**src/design/apem_pkg.sv**
```systemverilog
// ----------------------------------------------------------------------------
// apem_pkg
// Widths, register codes and internal bundles of the point error metric.
// ----------------------------------------------------------------------------
package apem_pkg;

  // item fields
  localparam int COORD_W  = 24;
  localparam int NRM_W    = 16;
  localparam int ERR_W    = 25;
  localparam int RATIO_W  = 32;
  localparam int RADIUS_W = 24;
  localparam int FACTOR_W = 16;

  // internal datapath widths
  localparam int DIFF_W = COORD_W + 1;   // point difference
  localparam int ESQ_W  = 50;            // squared Euclidean distance
  localparam int MAG_W  = 41;            // |d.n|, |d x n| components
  localparam int SQ2_W  = 84;            // squares of the above
  localparam int NN_W   = 32;            // |n|^2
  localparam int AF_W   = MAG_W + FACTOR_W;
  localparam int EDEN_W = 64;            // |n|^2 * f^2
  localparam int ENUM_W = 116;           // (|d.n| f)^2 + |d x n|^2 * 2^16

  // configuration port
  localparam int APB_DATA_W = 32;
  localparam int APB_ADDR_W = 3;
  localparam logic [RADIUS_W-1:0] RADIUS_RST = 24'd256;
  localparam logic [FACTOR_W-1:0] FACTOR_RST = 16'd512;

  typedef enum logic {
    REG_RADIUS = 1'b0,
    REG_FACTOR = 1'b1
  } reg_idx_t;

  typedef struct packed {
    logic signed [COORD_W-1:0] eval_x;
    logic signed [COORD_W-1:0] eval_y;
    logic signed [COORD_W-1:0] eval_z;
    logic signed [COORD_W-1:0] ref_x;
    logic signed [COORD_W-1:0] ref_y;
    logic signed [COORD_W-1:0] ref_z;
    logic signed [NRM_W-1:0]   surf_nx;
    logic signed [NRM_W-1:0]   surf_ny;
    logic signed [NRM_W-1:0]   surf_nz;
    logic                      surf_valid;
  } sample_t;

  // operands of the four root units
  typedef struct packed {
    logic [ESQ_W-1:0]  esq;
    logic [SQ2_W-1:0]  dot2;
    logic [SQ2_W-1:0]  c2;
    logic [NN_W-1:0]   nn;
    logic [ENUM_W-1:0] ell_num;
    logic [EDEN_W-1:0] ell_den;
    logic              used;
  } root_in_t;

  // results that ride along the divider
  typedef struct packed {
    logic [ERR_W-1:0] euclid;
    logic [ERR_W-1:0] along;
    logic [ERR_W-1:0] across;
    logic             used;
  } side_t;

endpackage

```
**src/design/apem_root.sv**
```systemverilog
// ----------------------------------------------------------------------------
// apem_root
// Pipelined root of a quotient: largest e < 2^ERR_W with e*e*den <= num.
// One result bit per stage, remainder and e*den carried along.
// ----------------------------------------------------------------------------
module apem_root #(
  parameter int NUM_W = 50,
  parameter int DEN_W = 1
) (
  input  logic                       clk,
  input  logic                       rst,
  input  logic                       en,
  input  logic                       in_valid,
  input  logic [NUM_W-1:0]           num,
  input  logic [DEN_W-1:0]           den,
  output logic                       out_valid,
  output logic [apem_pkg::ERR_W-1:0] root
);

  localparam int ROOT_W = apem_pkg::ERR_W;
  localparam int P_W    = DEN_W + ROOT_W;
  localparam int T_W    = DEN_W + 2 * ROOT_W + 1;
  localparam int C_W    = (T_W > NUM_W) ? T_W : NUM_W;

  logic [NUM_W-1:0]  rem   [0:ROOT_W-1];
  logic [P_W-1:0]    prod  [0:ROOT_W-1];
  logic [DEN_W-1:0]  den_q [0:ROOT_W-1];
  logic [ROOT_W-1:0] est   [0:ROOT_W];
  logic              vld   [0:ROOT_W];

  assign rem[0]   = num;
  assign prod[0]  = '0;
  assign den_q[0] = den;
  assign est[0]   = '0;
  assign vld[0]   = in_valid;

  for (genvar k = 0; k < ROOT_W; k++) begin : g_stage
    localparam int B = ROOT_W - 1 - k;
    logic [C_W-1:0] trial;
    logic           fit;

    // (e + 2^B)^2 den - e^2 den = e den 2^(B+1) + den 2^(2B)
    always_comb begin
      trial = (C_W'(prod[k]) << (B + 1)) + (C_W'(den_q[k]) << (2 * B));
      fit   = trial <= C_W'(rem[k]);
    end

    always_ff @(posedge clk) begin
      if (rst) vld[k+1] <= 1'b0;
      else if (en) vld[k+1] <= vld[k];
    end

    always_ff @(posedge clk) begin
      if (en) est[k+1] <= est[k] | (ROOT_W'(fit) << B);
    end

    if (k < ROOT_W - 1) begin : g_carry
      always_ff @(posedge clk) begin
        if (en) begin
          rem[k+1]   <= fit ? rem[k] - trial[NUM_W-1:0] : rem[k];
          prod[k+1]  <= fit ? prod[k] + (P_W'(den_q[k]) << B) : prod[k];
          den_q[k+1] <= den_q[k];
        end
      end
    end
  end

  assign out_valid = vld[ROOT_W];
  assign root      = est[ROOT_W];

endmodule

```
**config.mk**
```make
export PLATFORM = sky130hd
export DESIGN_NAME = apem_root
export DESIGN_NICKNAME = d
export VERILOG_FILES = /design/src/design/apem_pkg.sv /design/src/design/apem_root.sv
export SDC_FILE = /design/constraint.sdc
export NUM_CORES = 2
export LEC_CHECK = 0
export ABC_AREA = 1
export BUFFER_PORTS_ARGS = -buffer_cell sky130_fd_sc_hd__clkbuf_2
export CAP_MARGIN = 15
export CORE_MARGIN = 5
export CORE_UTILIZATION = 55
export CTS_CLUSTER_SIZE = 10
export DETAILED_ROUTE_END_ITERATION = 10
export HOLD_SLACK_MARGIN = 0.03
export PLACE_DENSITY = 0.72
export SYNTH_ARGS = -nofsm -noshare
export SYNTH_HDL_FRONTEND = slang
export SYNTH_SLANG_ARGS = --single-unit
export TNS_END_PERCENT = 5
```
**constraint.sdc**
```tcl
create_clock -name clk -period 1.9 [get_ports clk]
set_input_delay 0.38 -clock clk [delete_from_list [all_inputs] [get_ports clk]]
set_output_delay 0.38 -clock clk [all_outputs]
set_load 0.005 [all_outputs]
```
* Word level (Yosys, flattened, before mapping) *
Cells that the tools add are included.

word-level totals
  register bits = 2474
  bits of input ports = 55
  output and inout bits = 26
  logic and storage cells = 290

cells by class
  $add $sub $neg = 71
  magnitude comparators = 25
  mux-type cells = 47
  bitwise gates (word level) = 24

operators with widths
  cell              count
  $mux W50          24
  $mux W26          23
  $le A49 B50 Y1    2
  $sub A50 B49 Y50  2
  $sub A50 B50 Y50  2
  $add A50 B47 Y51  1
  $le A51 B50 Y1    1
  $add A49 B45 Y50  1
  $le A28 B50 Y1    1
  $le A29 B50 Y1    1
  $le A30 B50 Y1    1
  $le A31 B50 Y1    1
  $le A32 B50 Y1    1
  $le A33 B50 Y1    1
  $le A34 B50 Y1    1
  $le A35 B50 Y1    1
  $le A36 B50 Y1    1
  $le A37 B50 Y1    1
  $le A38 B50 Y1    1
  $le A39 B50 Y1    1
  $le A40 B50 Y1    1
  $le A41 B50 Y1    1
  $le A42 B50 Y1    1
  $le A43 B50 Y1    1
  other kinds (95)  95

* Logic depth before layout (Yosys ltp) *
  depth in word-level cells = 3
  mapped depth = 17
  depth with buffers taken out = 16

* Worst setup path after synthesis *
OpenSTA, ideal clock, no wires.

  path kind = register to register
  start point = register rem[939] (netlist name)
  end point = register rem[892] (netlist name) (data pin)
  library setup time = 0.253 ns
  arrival = 1.891 ns
  required time = 1.647 ns
  path slack = -0.244 ns
  stages on the path, launching flop included = 11
  buffers on the path = 1
  period minus slack after synthesis = 2.144 ns
  path through = edfxtp_1 > ha_1 > nand2_1 > nand2_1 > nor2_2 > o21ai_1 > a211oi_4 > nand2_2 > buf_6 > nand2_1 > nand2_1

between the ends
  longest elaborated chain between the ends = 2
  elaborated cells on any way between the ends = 3
  those cells by class = add/sub: 1; order compare: 1; mux: 1

ends and longest elaborated chain
  element                          line             text
  start, declared                  apem_root.sv:25  logic [NUM_W-1:0] rem [0:ROOT_W-1];
  start signal, assigned by index  apem_root.sv:60  rem[k+1] <= fit ? rem[k] - trial[NUM_W-1:0] : rem[k];
  $le A46 B50 Y1                   apem_root.sv:45  fit = trial <= C_W'(rem[k]);
  via g_stage[6].fit               apem_root.sv:40  logic fit;
  $mux W50                         apem_root.sv:60

The timed path passes the listed nets, and every way through them passes these cells.
A chain may end at the register's enable or synchronous reset.

* Final worst setup path *
  start point = register rem[578] (netlist name)
  end point = register rem[547] (netlist name) (data pin)

between the ends
  longest elaborated chain between the ends = 2
  elaborated cells on any way between the ends = 3
  those cells by class = add/sub: 1; order compare: 1; mux: 1

ends and longest elaborated chain
  element                                             line
  $sub A50 B39 Y50 or $le A39 B50 Y1 (tied branches)  apem_root.sv:60, apem_root.sv:45
  $mux W50 *                                          apem_root.sv:60

Every way passes the cells marked *; elsewhere a longest branch is shown, timed or not.

==> reports/qor.yml <==
outcome:
  status: "complete, but fails checks"
  violations: "DRC, setup timing"
timing:
  layout_min_cycle_time_ns: 2.58
  finClkSkew_ns: 0.114
  setup_ws_ns: -0.683
  rsz0062_at_grt: "yes"
  fmax_ghz: 0.387
  relSlewSlack_pct: 56.4
  timing.final.crit_share_pct: 136
  finalSetupTns_ns: -242.79
  hold_viol_final: 0
  worst_pin_slew_ns: 0.648
  setup_viol: 644
  final_max_slew_viol_count: 0
power:
  power_frac_seq_pct: 35.6
  p_switching_w: 0.0580
  ir_worst_vdd_mv: 1.13
  power.leakage_nw: 59.5
  intPower_w: 0.104
  netSwitchingFraction_pct: 35.7
  p_per_area_nw_per_um2: 1210
  clkPwrFrac_pct: 23.3
  power_w: 0.162
  p_comb_share_pct: 41.1
yosys:
  netlist.area_leader.share_pct: 57.2
  ys_warn_count: 0
  synth_ff_type: "edfxtp_1"
  synth.area.top_cells: "edfxtp_1, nand2_1, inv_1, ha_1, nor2_1"
  postSynth.asyncResetShare_pct: 0
  ys_seq_elements: 1874
  avgSynthCellArea_um2: 9.20
  synth_sequential_area_ratio_pct: 57.7
  netlist_area_um2: 97100
  yosysTopAreaCell: "edfxtp_1"
  synth.most_common_cell: "nand2_1"
  synth.distinct_cells: 60
  netlist_top_cells_count: "nand2_1, edfxtp_1, inv_1"
  syn_inst: 10600
  synth-edff-count: 1849
  syn_nets: 11000
clocking:
  cts_buffer_depth: 3
  insertion_delay_ns: 0.90
  cts_buffers: 216
  htree_levels: 4
  cts_root_buf: "clkbuf_16"
  cts_sinks: 1874
  cts_tree: "done"
  clk_pin_slew_ns: 0.06
die:
  die-area_um2: 185000
  core_um2: 176000
  io_pins: 81
  num_rows: 154
  fp.dieH_um: 430
  initial_core_util_pct: 55.2
  dieWidth_um: 430
route:
  via_per_inst: 5.46
  drt_iter0_drc: 8279
  wl_per_cell_um: 21.3
  drc_errors: 2
  vias: 87300
  drtAntennaViolNets: 0
  drt_first_pass_iters: 11
  drt_wl_total_mm: 340
worst_setup_path:
  required_ns: 2.55
  crit_type: "flip-flop to flip-flop"
  critPathCaptureType: "flip-flop"
  cp-start-kind: "flip-flop"
  cp_data_arrival_time_ns: 3.24
  critPathMaxFanout: 3
global_routing:
  grt_pass1_wl_mm: 495
  grt_max_degree: 85
  grtUsageTotal_pct: 34.9
  grt.overflow.total: 0
  first_global_vias: 85500
  grt_antenna_before_repair: 7
placed_design:
  place_hpwl_mm: 248
  gp_congestion: 1.08
  portBuffers: 80
  post-place-ws_ns: -0.989
final_layout:
  fin_nets: 14000
  final.fill_count: 11700
  area_growth_pct: 38.1
  postLayoutCoreUtil_pct: 76.2
  layout-drive-gt1-share_pct: 30.7
flow_run:
  max_cap_violations: 0
hold_path:
  hp-class: "input pin to flip-flop"
## routing by layer
layer	vias to the layer above	share of wire [%]	track usage, %
li1	40800	-	-
met1	41500	38	43.2
met2	3953	49	59.6
met3	1071	7.0	5.30
met4	8	6.4	17.8
met5	-	0.016	0
## kinds of logic after synthesis
kind of cell    after synthesis  share of synthesized area [%]
fa+ha+maj                   351                           4.52
buf+inv                    1723                           7.00
flops                      1874                           57.7
xor+xnor                    289                           2.61
simple gates               5500                           23.5
compound gates              816                           4.60
## final timing paths
check	end	cells after the start	startpoint	slack (ns)
worst max-delay path	rem[547]	10	rem[578]	-0.68
worst min-delay path	rem[1193]	2	num[43]	0.22
worst max register to register	rem[547]	10	rem[578]	-0.68
worst min register to register	rem[520]	0	rem[570]	0.40
## power by group through the flow
stage	Combinational [W]	Sequential, W	Clock (W)
after detailed placement	0.0572	0.0579	0
after CTS	0.0615	0.0574	0.0381
after global placement	0.0565	0.0578	0
after floorplan	0.0278	0.0559	0
final	0.0667	0.0579	0.0378
after global routing	0.0718	0.0581	0.0400
## flip-flops by register name (all words and copies together) (netlist names)
name / count
out_valid: 1
den_q: 24
prod: 300
rem: 1200
vld: 24
root: 25
est: 300
## per-stage QoR
step	instance area [um2]	hold WS [ns]	std cells
2_1_floorplan	97500	0.400	10600
3_3_place_gp	120000	0.401	15400
3_5_place_dp	120000	0.405	15400
4_1_cts	131000	0.162	15900
5_1_grt	134000	0.198	16000
6_report	134000	0.223	16000
## area by class of cell
| class | instances | area [um2] | share of cell area [%] |
|---|---|---|---|
| sequential | 1874 | 56000 | 41.8 |
| clock buffer | 239 | 5490 | 4.10 |
| timing repair buffer | 2914 | 23200 | 17.3 |
| clock inverter | 51 | 716 | 0.534 |
| inverter | 1610 | 6100 | 4.55 |
| multi-input combinational | 6960 | 39600 | 29.5 |
| antenna | 5 | 12.5 | 0.00933 |
| tap | 2340 | 2930 | 2.18 |
## cell usage in the layout, fill, tap and decap left out, types with 16 or more instances in the layout
cell type         n
nand2_1        2973
buf_4          2639
edfxtp_1       1849
inv_1          1498
nor2_1          967
nand3_1         495
a21oi_1         320
nand2_2         257
clkbuf_16       225
nand4_1         209
ha_4            179
xor2_1          171
o21ai_0         167
ha_1            161
a21oi_2         120
xnor2_1         111
nor2_2          107
inv_2           101
nor3_1           97
nor4_1           81
clkbuf_2         79
nor2_4           70
buf_12           68
nand3b_1         64
o21ai_1          60
dlygate4sd3_1    56
nand2_4          53
buf_6            47
nand3_2          39
o21ai_2          27
dfxtp_1          25
a21oi_4          23
clkbuf_1         23
clkinv_1         18
nor3_2           16
a21o_1           16
## worst max-delay path, stage by stage (launching register included)
cell,delay [ns]
edfxtp_1,0.46
ha_4,0.33
buf_4,0.13
nand2_1,0.13
nor2_1,0.21
inv_1,0.08
o21ai_0,0.43
nand2_1,0.17
nand2_1,0.11
nand2_1,0.05
a21oi_1,0.24
## what timing repair did
item / 4_1_cts / 5_1_grt
gates resized for setup: 671 / 574
hold buffers: 56 / 0
setup endpoints to repair: 642 / 644
setup buffers: 148 / 107
cloned: 16 / 10
pin swaps: 155 / 179
hold endpoints to repair: 80 / 0
Power figures use the tool's default switching activity.
